===== src/rtl/core/csn_pkg.sv =====
// csn_pkg: types, codes and constants shared by the clock sync node modules.
// No dependencies; every other file in rtl/core imports it.
package csn_pkg;

  // beat widths on the stream ports
  localparam int IN_TDATA_W  = 128;
  localparam int IN_TUSER_W  = 4;
  localparam int OUT_TDATA_W = 120;
  localparam int OUT_TUSER_W = 3;

  localparam int ADDR_W  = 32;
  localparam int SEC_W   = 32;
  localparam int US_W    = 20;
  localparam int CLK_W   = 64;
  localparam int PROD_W  = 52;   // seconds times one million
  localparam int QIN_W   = 33;   // seconds plus a carry from the micros
  localparam int Q_W     = 45;   // whole seconds of a 64-bit microsecond count

  localparam int QUEUE_DEPTH_DEF = 2;

  // clock split into seconds and micros, DIV_BITS quotient bits per cycle
  localparam int DIV_BITS  = 4;
  localparam int DIV_ITERS = CLK_W / DIV_BITS;
  localparam int DCNT_W    = $clog2(DIV_ITERS);

  localparam logic [US_W-1:0]   US_PER_S   = 20'd1000000;
  localparam logic [ADDR_W-1:0] BCAST_ADDR = 32'hFFFF_FFFF;

  localparam logic [3:0] OP_TICK       = 4'd0;
  localparam logic [3:0] OP_HELLO      = 4'd1;
  localparam logic [3:0] OP_SET_MASTER = 4'd2;
  localparam logic [3:0] OP_SET_SLAVE  = 4'd3;
  localparam logic [3:0] OP_SET_TIME   = 4'd4;
  localparam logic [3:0] OP_GET_TIME   = 4'd5;
  localparam logic [3:0] OP_SYNC       = 4'd6;
  localparam logic [3:0] OP_DELAY_REQ  = 4'd7;
  localparam logic [3:0] OP_DELAY_RESP = 4'd8;
  localparam logic [3:0] OP_SEND_SYNC  = 4'd9;

  typedef enum logic [3:0] {
    K_TICK, K_HELLO, K_SET_MASTER, K_SET_SLAVE, K_SET_TIME,
    K_GET_TIME, K_SYNC, K_DELAY_REQ, K_DELAY_RESP, K_SEND_SYNC
  } kind_t;

  typedef enum logic [1:0] {
    ROLE_UNDEF  = 2'd0,
    ROLE_SLAVE  = 2'd1,
    ROLE_MASTER = 2'd2
  } role_t;

  typedef enum logic [2:0] {
    CODE_ACK  = 3'd0,
    CODE_DRQ  = 3'd1,
    CODE_TIME = 3'd2,
    CODE_DRE  = 3'd3,
    CODE_SYN  = 3'd4
  } code_t;

  typedef enum logic [2:0] {
    BS_EXEC, BS_DIFF, BS_SUM, BS_HALF, BS_OFFS, BS_APPLY, BS_DIV
  } bstate_t;

  typedef struct packed {
    logic [3:0]        opcode;
    logic [ADDR_W-1:0] dst;
    logic [ADDR_W-1:0] src;
    logic [7:0]        arg_count;
    logic [SEC_W-1:0]  sec;
    logic [US_W-1:0]   micros;
  } in_item_t;

  // classified command handed from front to back
  typedef struct packed {
    kind_t             kind;
    logic [3:0]        opcode;
    logic [ADDR_W-1:0] reply_dst;
    logic              load;
    logic [PROD_W-1:0] prod;
    logic [US_W-1:0]   micros;
    logic [QIN_W-1:0]  q_in;
    logic [US_W-1:0]   r_in;
  } cmd_t;

  typedef struct packed {
    logic [ADDR_W-1:0] dst;
    logic [ADDR_W-1:0] src;
    code_t             code;
    logic [1:0]        arg_count;
    logic [31:0]       arg0;
    logic [US_W-1:0]   arg1;
  } reply_t;

  typedef struct packed {
    logic not_empty;
    logic full;
  } fifo_stat_t;

  typedef struct packed {
    logic busy;
  } back_stat_t;

endpackage


===== src/rtl/core/csn_fifo.sv =====
// csn_fifo: short command queue between the front and back of the node.
// Depends on csn_pkg for the command type and status struct.
module csn_fifo #(
  parameter int DEPTH = csn_pkg::QUEUE_DEPTH_DEF
) (
  input  logic                  clk,
  input  logic                  rst_n,
  input  logic                  push,
  input  csn_pkg::cmd_t         push_data,
  input  logic                  pop,
  output csn_pkg::cmd_t         head,
  output csn_pkg::fifo_stat_t   stat
);
  import csn_pkg::*;

  localparam int PTR_W = $clog2(DEPTH);
  localparam int CNT_W = $clog2(DEPTH + 1);

  cmd_t             mem_r [DEPTH];
  logic [PTR_W-1:0] wr_ptr_r, wr_ptr_nxt;
  logic [PTR_W-1:0] rd_ptr_r, rd_ptr_nxt;
  logic [CNT_W-1:0] cnt_r, cnt_nxt;

  always_comb begin
    wr_ptr_nxt = wr_ptr_r;
    rd_ptr_nxt = rd_ptr_r;
    cnt_nxt    = cnt_r;
    if (push) begin
      wr_ptr_nxt = (wr_ptr_r == PTR_W'(DEPTH - 1)) ? '0 : wr_ptr_r + 1'b1;
    end
    if (pop) begin
      rd_ptr_nxt = (rd_ptr_r == PTR_W'(DEPTH - 1)) ? '0 : rd_ptr_r + 1'b1;
    end
    if (push && !pop) begin
      cnt_nxt = cnt_r + 1'b1;
    end else if (pop && !push) begin
      cnt_nxt = cnt_r - 1'b1;
    end
  end

  always_ff @(posedge clk) begin
    if (!rst_n) begin
      wr_ptr_r <= '0;
      rd_ptr_r <= '0;
      cnt_r    <= '0;
    end else begin
      wr_ptr_r <= wr_ptr_nxt;
      rd_ptr_r <= rd_ptr_nxt;
      cnt_r    <= cnt_nxt;
    end
  end

  always_ff @(posedge clk) begin
    if (push) begin
      mem_r[wr_ptr_r] <= push_data;
    end
  end

  assign head           = mem_r[rd_ptr_r];
  assign stat.not_empty = (cnt_r != '0);
  assign stat.full      = (cnt_r == CNT_W'(DEPTH));

endmodule


===== src/rtl/core/csn_front.sv =====
// csn_front: takes input beats, filters on address and classifies them,
// holds the node address register. Depends on csn_pkg.
module csn_front (
  input  logic                   clk,
  input  logic                   rst_n,
  input  logic                   in_valid,
  output logic                   in_ready,
  input  csn_pkg::in_item_t      in_item,
  input  logic                   cfg_valid,
  output logic                   cfg_ready,
  input  logic [31:0]            cfg_data,
  input  csn_pkg::fifo_stat_t    fifo_stat,
  output logic                   push,
  output csn_pkg::cmd_t          push_data,
  output logic [31:0]            node_addr
);
  import csn_pkg::*;

  logic [ADDR_W-1:0] node_addr_r;
  logic              addr_hit;
  logic              keep;
  logic              us_big;

  always_ff @(posedge clk) begin
    if (!rst_n) begin
      node_addr_r <= '0;
    end else if (cfg_valid) begin
      node_addr_r <= cfg_data;
    end
  end

  always_comb begin
    addr_hit = (in_item.dst == node_addr_r) || (in_item.dst == BCAST_ADDR);
    us_big   = (in_item.micros >= US_PER_S);

    push_data.opcode    = in_item.opcode;
    push_data.reply_dst = in_item.src;
    push_data.load      = (in_item.arg_count == 8'd2);
    push_data.prod      = PROD_W'(in_item.sec) * PROD_W'(US_PER_S);
    push_data.micros    = in_item.micros;
    // seconds and micros of a loaded time, micros below two million
    push_data.q_in      = QIN_W'(in_item.sec) + QIN_W'(us_big);
    push_data.r_in      = us_big ? in_item.micros - US_PER_S : in_item.micros;

    keep           = addr_hit;
    push_data.kind = K_HELLO;
    case (in_item.opcode)
      OP_TICK: begin
        keep           = 1'b1;
        push_data.kind = K_TICK;
      end
      OP_SEND_SYNC: begin
        keep           = 1'b1;
        push_data.kind = K_SEND_SYNC;
      end
      OP_HELLO:      push_data.kind = K_HELLO;
      OP_SET_MASTER: push_data.kind = K_SET_MASTER;
      OP_SET_SLAVE:  push_data.kind = K_SET_SLAVE;
      OP_SET_TIME:   push_data.kind = K_SET_TIME;
      OP_GET_TIME:   push_data.kind = K_GET_TIME;
      OP_SYNC:       push_data.kind = K_SYNC;
      OP_DELAY_REQ:  push_data.kind = K_DELAY_REQ;
      OP_DELAY_RESP: push_data.kind = K_DELAY_RESP;
      default:       keep = 1'b0;
    endcase
  end

  // dropped beats are still taken, they just never reach the queue
  assign in_ready  = !fifo_stat.full;
  assign push      = in_valid && in_ready && keep;
  assign cfg_ready = 1'b1;
  assign node_addr = node_addr_r;

endmodule


===== src/rtl/core/csn_back.sv =====
// csn_back: executes queued commands, keeps clock, role and timestamps,
// and drives the result register. Depends on csn_pkg.
module csn_back (
  input  logic                  clk,
  input  logic                  rst_n,
  input  csn_pkg::cmd_t         head,
  input  csn_pkg::fifo_stat_t   fifo_stat,
  output logic                  pop,
  input  logic [31:0]           node_addr,
  output logic                  out_valid,
  input  logic                  out_ready,
  output csn_pkg::reply_t       out_reply,
  output csn_pkg::back_stat_t   stat
);
  import csn_pkg::*;

  bstate_t            state_r, state_nxt;
  role_t              role_r, role_nxt;
  logic [CLK_W-1:0]   clk_us_r, clk_us_nxt;
  logic [Q_W-1:0]     q_r, q_nxt;
  logic [US_W-1:0]    r_r, r_nxt;
  logic [CLK_W-1:0]   t1_r, t1_nxt, t2_r, t2_nxt, t3_r, t3_nxt, t4_r, t4_nxt;
  logic [CLK_W-1:0]   wa_r, wa_nxt, wb_r, wb_nxt, base_r, base_nxt;
  logic [CLK_W-1:0]   div_sh_r, div_sh_nxt;
  logic [US_W-1:0]    div_rem_r, div_rem_nxt;
  logic [Q_W-1:0]     div_quo_r, div_quo_nxt;
  logic [DCNT_W-1:0]  div_cnt_r, div_cnt_nxt;
  logic               out_valid_r, out_valid_nxt;
  reply_t             out_r, out_nxt;

  logic               want;
  logic               out_free;
  logic [CLK_W-1:0]   head_time;
  logic [CLK_W-1:0]   new_clk;
  logic [US_W:0]      trial;
  reply_t             rep;

  function automatic logic res_want(kind_t k, role_t ro);
    logic w;
    case (k)
      K_HELLO, K_SET_MASTER, K_SET_SLAVE, K_SET_TIME, K_GET_TIME: w = 1'b1;
      K_SYNC:                    w = (ro == ROLE_SLAVE);
      K_DELAY_REQ, K_SEND_SYNC:  w = (ro == ROLE_MASTER);
      default:                   w = 1'b0;
    endcase
    return w;
  endfunction

  always_comb begin
    state_nxt     = state_r;
    role_nxt      = role_r;
    clk_us_nxt    = clk_us_r;
    q_nxt         = q_r;
    r_nxt         = r_r;
    t1_nxt        = t1_r;
    t2_nxt        = t2_r;
    t3_nxt        = t3_r;
    t4_nxt        = t4_r;
    wa_nxt        = wa_r;
    wb_nxt        = wb_r;
    base_nxt      = base_r;
    div_sh_nxt    = div_sh_r;
    div_rem_nxt   = div_rem_r;
    div_quo_nxt   = div_quo_r;
    div_cnt_nxt   = div_cnt_r;
    new_clk       = clk_us_r - wa_r;
    trial         = '0;
    head_time     = CLK_W'(head.prod) + CLK_W'(head.micros);

    out_free      = !out_valid_r || out_ready;
    want          = res_want(head.kind, role_r);
    pop           = fifo_stat.not_empty && (state_r == BS_EXEC) && (!want || out_free);

    // echo reply by default, time replies override the args
    rep.dst       = head.reply_dst;
    rep.src       = node_addr;
    rep.code      = CODE_ACK;
    rep.arg_count = 2'd1;
    rep.arg0      = 32'(head.opcode);
    rep.arg1      = '0;

    case (state_r)
      BS_EXEC: begin
        case (head.kind)
          K_GET_TIME, K_DELAY_REQ, K_SEND_SYNC: begin
            rep.arg_count = 2'd2;
            rep.arg0      = q_r[31:0];
            rep.arg1      = r_r;
            if (head.kind == K_GET_TIME) begin
              rep.code = CODE_TIME;
            end else if (head.kind == K_DELAY_REQ) begin
              rep.code = CODE_DRE;
            end else begin
              rep.code = CODE_SYN;
              rep.dst  = BCAST_ADDR;
            end
          end
          K_SYNC:  rep.code = CODE_DRQ;
          default: rep.code = CODE_ACK;
        endcase
        if (pop) begin
          case (head.kind)
            K_TICK: begin
              clk_us_nxt = clk_us_r + 1'b1;
              if (clk_us_r == '1) begin
                q_nxt = '0;
                r_nxt = '0;
              end else if (r_r == US_PER_S - 1'b1) begin
                q_nxt = q_r + 1'b1;
                r_nxt = '0;
              end else begin
                r_nxt = r_r + 1'b1;
              end
            end
            K_SET_MASTER: role_nxt = ROLE_MASTER;
            K_SET_SLAVE:  role_nxt = ROLE_SLAVE;
            K_SET_TIME: begin
              if (head.load) begin
                clk_us_nxt = head_time;
                q_nxt      = Q_W'(head.q_in);
                r_nxt      = head.r_in;
              end
            end
            K_SYNC: begin
              if (role_r == ROLE_SLAVE) begin
                t1_nxt = head_time;
                t2_nxt = clk_us_r;
                t3_nxt = clk_us_r;
              end
            end
            K_DELAY_RESP: begin
              if (role_r == ROLE_SLAVE) begin
                t4_nxt    = head_time;
                state_nxt = BS_DIFF;
              end
            end
            default: ;
          endcase
        end
      end
      BS_DIFF: begin
        wa_nxt    = t4_r - t1_r;
        wb_nxt    = t3_r - t2_r;
        base_nxt  = t2_r - t1_r;
        state_nxt = BS_SUM;
      end
      BS_SUM: begin
        wa_nxt    = wa_r - wb_r;
        state_nxt = BS_HALF;
      end
      BS_HALF: begin
        // halving toward zero: bias negatives by one, then arithmetic shift
        wa_nxt    = CLK_W'($signed(wa_r + CLK_W'(wa_r[CLK_W-1])) >>> 1);
        state_nxt = BS_OFFS;
      end
      BS_OFFS: begin
        wa_nxt    = base_r - wa_r;
        state_nxt = BS_APPLY;
      end
      BS_APPLY: begin
        clk_us_nxt  = new_clk;
        div_sh_nxt  = new_clk;
        div_rem_nxt = '0;
        div_quo_nxt = '0;
        div_cnt_nxt = '0;
        state_nxt   = BS_DIV;
      end
      BS_DIV: begin
        for (int i = 0; i < DIV_BITS; i++) begin
          trial      = {div_rem_nxt, div_sh_nxt[CLK_W-1]};
          div_sh_nxt = {div_sh_nxt[CLK_W-2:0], 1'b0};
          if (trial >= (US_W + 1)'(US_PER_S)) begin
            div_rem_nxt = US_W'(trial - (US_W + 1)'(US_PER_S));
            div_quo_nxt = {div_quo_nxt[Q_W-2:0], 1'b1};
          end else begin
            div_rem_nxt = trial[US_W-1:0];
            div_quo_nxt = {div_quo_nxt[Q_W-2:0], 1'b0};
          end
        end
        div_cnt_nxt = div_cnt_r + 1'b1;
        if (div_cnt_r == DCNT_W'(DIV_ITERS - 1)) begin
          q_nxt     = div_quo_nxt;
          r_nxt     = div_rem_nxt;
          state_nxt = BS_EXEC;
        end
      end
      default: state_nxt = BS_EXEC;
    endcase

    out_valid_nxt = out_valid_r;
    out_nxt       = out_r;
    if (pop && want) begin
      out_valid_nxt = 1'b1;
      out_nxt       = rep;
    end else if (out_ready) begin
      out_valid_nxt = 1'b0;
    end
  end

  always_ff @(posedge clk) begin
    if (!rst_n) begin
      state_r     <= BS_EXEC;
      role_r      <= ROLE_UNDEF;
      clk_us_r    <= '0;
      q_r         <= '0;
      r_r         <= '0;
      t1_r        <= '0;
      t2_r        <= '0;
      t3_r        <= '0;
      t4_r        <= '0;
      out_valid_r <= 1'b0;
    end else begin
      state_r     <= state_nxt;
      role_r      <= role_nxt;
      clk_us_r    <= clk_us_nxt;
      q_r         <= q_nxt;
      r_r         <= r_nxt;
      t1_r        <= t1_nxt;
      t2_r        <= t2_nxt;
      t3_r        <= t3_nxt;
      t4_r        <= t4_nxt;
      out_valid_r <= out_valid_nxt;
    end
  end

  always_ff @(posedge clk) begin
    wa_r      <= wa_nxt;
    wb_r      <= wb_nxt;
    base_r    <= base_nxt;
    div_sh_r  <= div_sh_nxt;
    div_rem_r <= div_rem_nxt;
    div_quo_r <= div_quo_nxt;
    div_cnt_r <= div_cnt_nxt;
    out_r     <= out_nxt;
  end

  assign out_valid = out_valid_r;
  assign out_reply = out_r;
  assign stat.busy = (state_r != BS_EXEC);

endmodule


===== src/rtl/core/clock_sync_protocol_node_top.sv =====
// clock_sync_protocol_node_top: two-way time sync node, front classifier,
// command queue and execution back end. Depends on csn_pkg, csn_front,
// csn_fifo and csn_back.
//
//  port group   dir  beat contents
//  in_*         in   decoded message or local event (tick, send sync)
//  out_*        out  reply message (ack, delay request/response, time, sync)
//  cfg_*        in   node address
//
// The front takes one beat per cycle while the queue has room; the back
// retires one command per cycle outside a correction, so a steady stream
// runs at one beat a cycle. A result waiting in the output register blocks
// only commands that reply. A slave's delay response runs the 64-bit
// correction chain (BS_DIFF to BS_APPLY) and the clock-to-seconds divider
// (BS_DIV), four quotient bits a step. Reset has no clearing pass.
module clock_sync_protocol_node_top #(
  parameter int QUEUE_DEPTH = csn_pkg::QUEUE_DEPTH_DEF
) (
  input  logic                              clk,
  input  logic                              rst_n,
  input  logic                              in_tvalid,
  output logic                              in_tready,
  // msg_destination, msg_source, arg_count, arg_seconds, arg_micros
  input  logic [csn_pkg::IN_TDATA_W-1:0]    in_tdata,
  // opcode
  input  logic [csn_pkg::IN_TUSER_W-1:0]    in_tuser,
  output logic                              out_tvalid,
  input  logic                              out_tready,
  // reply_destination, reply_source, reply_arg_count, reply_arg0, reply_arg1
  output logic [csn_pkg::OUT_TDATA_W-1:0]   out_tdata,
  // reply_code
  output logic [csn_pkg::OUT_TUSER_W-1:0]   out_tuser,
  input  logic                              cfg_valid,
  output logic                              cfg_ready,
  input  logic [31:0]                       cfg_data
);
  import csn_pkg::*;

  in_item_t    in_item;
  cmd_t        push_data;
  cmd_t        head;
  fifo_stat_t  fifo_stat;
  back_stat_t  back_stat;
  reply_t      reply;
  logic        push;
  logic        pop;
  logic [31:0] node_addr;

  assign in_item.opcode    = in_tuser[3:0];
  assign in_item.dst       = in_tdata[31:0];
  assign in_item.src       = in_tdata[63:32];
  assign in_item.arg_count = in_tdata[71:64];
  assign in_item.sec       = in_tdata[103:72];
  assign in_item.micros    = in_tdata[123:104];

  csn_front u_front (
    .clk       (clk),
    .rst_n     (rst_n),
    .in_valid  (in_tvalid),
    .in_ready  (in_tready),
    .in_item   (in_item),
    .cfg_valid (cfg_valid),
    .cfg_ready (cfg_ready),
    .cfg_data  (cfg_data),
    .fifo_stat (fifo_stat),
    .push      (push),
    .push_data (push_data),
    .node_addr (node_addr)
  );

  csn_fifo #(
    .DEPTH (QUEUE_DEPTH)
  ) u_fifo (
    .clk       (clk),
    .rst_n     (rst_n),
    .push      (push),
    .push_data (push_data),
    .pop       (pop),
    .head      (head),
    .stat      (fifo_stat)
  );

  csn_back u_back (
    .clk       (clk),
    .rst_n     (rst_n),
    .head      (head),
    .fifo_stat (fifo_stat),
    .pop       (pop),
    .node_addr (node_addr),
    .out_valid (out_tvalid),
    .out_ready (out_tready),
    .out_reply (reply),
    .stat      (back_stat)
  );

  assign out_tdata = {2'b00, reply.arg1, reply.arg0, reply.arg_count, reply.src, reply.dst};
  assign out_tuser = reply.code;

`ifndef SYNTH
  a_no_take_when_full: assert property (@(posedge clk) disable iff (!rst_n)
    fifo_stat.full |-> !in_tready)
    else $error("beat taken while command queue full");

  a_pop_not_empty: assert property (@(posedge clk) disable iff (!rst_n)
    pop |-> fifo_stat.not_empty)
    else $error("command popped from empty queue");

  a_no_pop_busy: assert property (@(posedge clk) disable iff (!rst_n)
    back_stat.busy |-> !pop)
    else $error("command popped during clock correction");
`endif

endmodule

===== config.mk =====
export PLATFORM = sky130hd
export DESIGN_NAME = clock_sync_protocol_node_top
export DESIGN_NICKNAME = d
export VERILOG_FILES = /design/src/rtl/core/csn_pkg.sv /design/src/rtl/core/csn_fifo.sv /design/src/rtl/core/csn_front.sv /design/src/rtl/core/csn_back.sv /design/src/rtl/core/clock_sync_protocol_node_top.sv
export SDC_FILE = /design/constraint.sdc
export NUM_CORES = 2
export LEC_CHECK = 0
export BUFFER_PORTS_ARGS = -buffer_cell sky130_fd_sc_hd__buf_2
export CORE_MARGIN = 8
export CORE_UTILIZATION = 39
export DETAILED_ROUTE_END_ITERATION = 10
export PLACE_DENSITY = 0.52
export SYNTH_ARGS = -nofsm -noshare
export SYNTH_HDL_FRONTEND = slang
export SYNTH_SLANG_ARGS = --single-unit
export TNS_END_PERCENT = 5

===== constraint.sdc =====
create_clock -name clk -period 9.54 [get_ports clk]
set_clock_uncertainty 0.2 [all_clocks]
set_input_delay 0.477 -clock clk [delete_from_list [all_inputs] [get_ports clk]]
set_output_delay 0.477 -clock clk [all_outputs]
set_load 0.1 [all_outputs]

==> run_results.csv <==
group,metric,value,unit
outcome,status,"finished clean",
worst_setup_path,path_max_fanout,15,
synthesis,synth-edff-count,671,
worst_setup_path,r2r-start,"u_back.div_rem_r[2]",
pwr,power.density,216,nW/µm²
synthesis,yosysUniqueCellTypes,108,
synthesis,synthFlopType,"edfxtp_1",
grt,grt_first_pass_wirelength,312000,µm
grt,grt_pass1_vias,51300,
worst_setup_path,end_kind,"flop",
synthesis,syn_area_per_cell,9.56,µm²
place,gp_congestion,0.906,
die,core,169000,µm²
hold_path,min_path_cells,2,
grt,grt_antenna_before_repair,14,
hold_path,min_to,"u_fifo.mem_r[0][28]",
sta,setup_viol,0,
die,rows,151,
worst_setup_path,rrSetupSlack,0.60,ns
hold_path,worstHoldStart,"in_tdata[80]",
sta,worst_pin_slew,1.20,ns
synthesis,yosysSeqAreaShare,40.2,%
clock_tree,numCtsBuffers,113,
place,dp_hpwl,151000,µm
detailed_routing,wire_per_inst,21.3,µm
clock_tree,root_buffer,"clkbuf_16",
detailed_routing,first_iter_violations,4123,
synthesis,synth.area.top_cells,"edfxtp_1 (30%), dfxtp_1 (9.9%), ha_1 (8.4%)",
final_layout,syn_to_final_growth,13.7,%
sta,hold_viol,0,
sta,max-slew-margin-rel,19.0,%
synthesis,synth_top_area_share,30.3,%
die,ios,295,
synthesis,syn-cell-area,66500,µm²
clock_tree,clk-insertion-delay-late,0.78,ns
worst_setup_path,startpoint_type,"flop",
sta,slew_viol_final,0,
synthesis,yosys-top-cells-count,"nand2_1 (895), edfxtp_1 (671), ha_1 (447), a21oi_1 (426), nor2_1 (398)",
die,die-area,184000,µm²
job,drv_cap,0,
clock_tree,cts_setup_buffers,0,
clock_tree,clock_sinks,1000,
synthesis,netlist_instances,6955,
die,initial_core_util,39.2,%
place,portBuffers,287,
worst_setup_path,crit_required,10.05,ns
place,pre_cts_slack,0.810,ns
sta,fmax,0.112,GHz
final_layout,multiInputGateArea,37400,µm²
final_layout,drive_gt1_share,9.16,%
detailed_routing,drc,0,
detailed_routing,dr.pass1.iters,5,
worst_setup_path,rr_worst_depth,29,
final_layout,nNetsFinal,8020,
synthesis,yosysMostFrequentCell,"nand2_1",
clock_tree,htreeDepth,3,
synthesis,yosysTopAreaCell,"edfxtp_1",
worst_setup_path,max_stage_delay,0.62,ns
detailed_routing,postRouteAntennaNets,0,
worst_setup_path,crit_type,"reg -> reg",
clock_tree,path_clk_slew,0.06,ns
worst_setup_path,cp_slowest_cell,"or4_4",
detailed_routing,routed_via_density,5.51,
synthesis,synthArstFlopShare,0,%
final_layout,n_fill_cell,16300,
worst_setup_path,critical_path.top_delay_family,"simple AND/OR/NAND/NOR gates",
grt,grt_overflow,0,
final_layout,stdcell_count,9596,
detailed_routing,drt-total-wl,204000,µm
worst_setup_path,r2r-end,"u_back.q_r[0]",
synthesis,synth-seq-cells,1000,
hold_path,hold_path.class,"in -> reg",
worst_setup_path,path_common_cell,"nor2_1",
synthesis,yosys_warnings,0,
grt,grt.total_usage,21.2,%
sta,period_share,93.8,%
clock_tree,ctsLongestPathBuffers,3,
worst_setup_path,arrival,9.46,ns
die,fp.dieH,429,µm
sta,rsz0062_at_grt,"no",
clock_tree,cts_tree,"done",
pwr,p_leak,29.5,nW
place,placed_cells,9238,
sta,final.setup.tns,0,ns
die,die_x,429,µm
sta,period_needed,8.94,ns
pwr,ir_drop,0.179,mV
detailed_routing,vias,52800,
sta,fin_ws,0.595,ns
worst_setup_path,crit_buf_inv,2,
final_layout,regArea,26700,µm²
grt,grt_max_degree,155,
[layer usage]
layer  share of wire (%)  wire length [µm]  track usage (%)  vias up
met2                  47             95200             35.0     1222
met4                 2.4              4910             5.45        2
met5              0.0064                13                0        -
li1                    -                 -                -    25600
met1                  46             94700             29.7    25700
met3                 4.5              9270             2.55      275
[area by class of cell]
type                    instances  share of cell area [%]
multi-input cells            5296                    49.5
well taps                    2218                    3.67
repair buffers                483                    4.30
clock inverters                65                    1.15
flip-flops and latches       1000                    35.4
diodes                         13                  0.0430
inverters                     370                    1.84
clock buffers                 151                    4.16
[how the worst max path moves through the flow]
stage | slack (ns) | cells after the start | from | endpoint
floorplan | 0.82 | 3 | u_fifo.cnt_r[0] | u_fifo.mem_r[0][100]
global placement | 0.87 | 29 | u_back.div_rem_r[2] | u_back.div_rem_r[14]
detailed placement | 0.81 | 29 | u_back.div_rem_r[2] | u_back.div_rem_r[14]
CTS | 0.76 | 29 | u_back.div_rem_r[2] | u_back.div_rem_r[14]
global route | 0.05 | 29 | u_back.div_rem_r[2] | u_back.div_rem_r[13]
finish | 0.60 | 29 | u_back.div_rem_r[2] | u_back.q_r[0]
[per-stage QoR]
stage / power, mW / util (%) / area [µm²] / hold WS (ns)
floorplan: 10.2 / - / 66500 / 0.241
detailed placement: 11.7 / 41.5 / 70300 / 0.260
finish: 16.3 / 44.6 / 75600 / 0.120
CTS: 16.5 / 44.6 / 75600 / 0.0466
global route: 17.3 / 44.6 / 75600 / 0.0908
global placement: 11.7 / 41.5 / 70300 / 0.251
[placed cells by master, fill, tap and decap left out, drive strengths merged, types with 37 or more instances in the layout]
| master | count |
|---|---|
| a211oi | 58 |
| a21boi | 174 |
| a21o | 131 |
| a21oi | 428 |
| a31oi | 59 |
| and2 | 105 |
| and3 | 73 |
| buf | 354 |
| clkbuf | 151 |
| clkinv | 44 |
| dfxtp | 329 |
| dlygate4sd3 | 129 |
| edfxtp | 671 |
| fa | 140 |
| ha | 447 |
| inv | 372 |
| mux2 | 41 |
| mux2i | 153 |
| nand2 | 895 |
| nand2b | 63 |
| nand3 | 192 |
| nand4 | 67 |
| nor2 | 399 |
| nor2b | 150 |
| nor3 | 119 |
| nor4 | 37 |
| o211a | 43 |
| o211ai | 72 |
| o21a | 53 |
| o21ai | 331 |
| o22ai | 65 |
| or3 | 51 |
| xnor2 | 373 |
| xor2 | 200 |
[sequential cells by signal (all words and copies together) (netlist names), 2 cells and up, named ones only]
signal             cells
u_back.t4_r           53
u_back.div_sh_r       64
u_front.node_addr     32
u_fifo.mem_r         306
u_back.div_rem_r      20
u_back.div_cnt_r       4
u_back.out_reply     121
u_fifo.cnt_r           2
u_back.q_r            32
u_back.t1_r           53
u_back.base_r         64
u_back.t2_r           64
u_back.state_r         3
u_back.clk_us_r       64
u_back.wa_r           64
u_back.r_r            20
u_back.role_r          2
u_back.div_quo_r      28
[worst reg2reg max path: cells and delay by family, from the launching register on]
family | cells | cell delay [ns]
and+or+nand+nor | 11 | 3.92
xor gates and xnor gates | 2 | 0.37
buffers and inverters | 2 | 0.31
adders and majority gates | 2 | 0.28
AOI/OAI and AO/OA | 12 | 3.36
DFF | 1 | 0.48
[kinds of logic after synthesis]
family / count (synthesis) / synth area share, %
other: 2 / 0.0113
flip-flops: 1000 / 40.2
buffers and inverters: 662 / 3.80
XOR/XNOR: 573 / 7.55
AO/OA/AOI/OAI: 1707 / 17.0
AND/OR/NAND/NOR: 2230 / 15.8
multiplexers: 194 / 3.01
adder cells (fa/ha/maj): 587 / 12.6
[power by group]
group	internal [mW]	leakage (nW)	total, mW	switching [mW]
clock network	2.74	1.95	4.67	1.93
registers	5.28	8.65	5.43	0.148
logic	2.22	18.9	6.19	3.97
total	10.2	29.5	16.3	6.05
[timing repair]
action,4_1_cts,5_1_grt
endpoints found under the hold margin,212,0
hold buffers,129,0
gates resized for setup,0,0
setup endpoints to repair,0,0
Note: power is estimated with default switching activity, not from simulation.
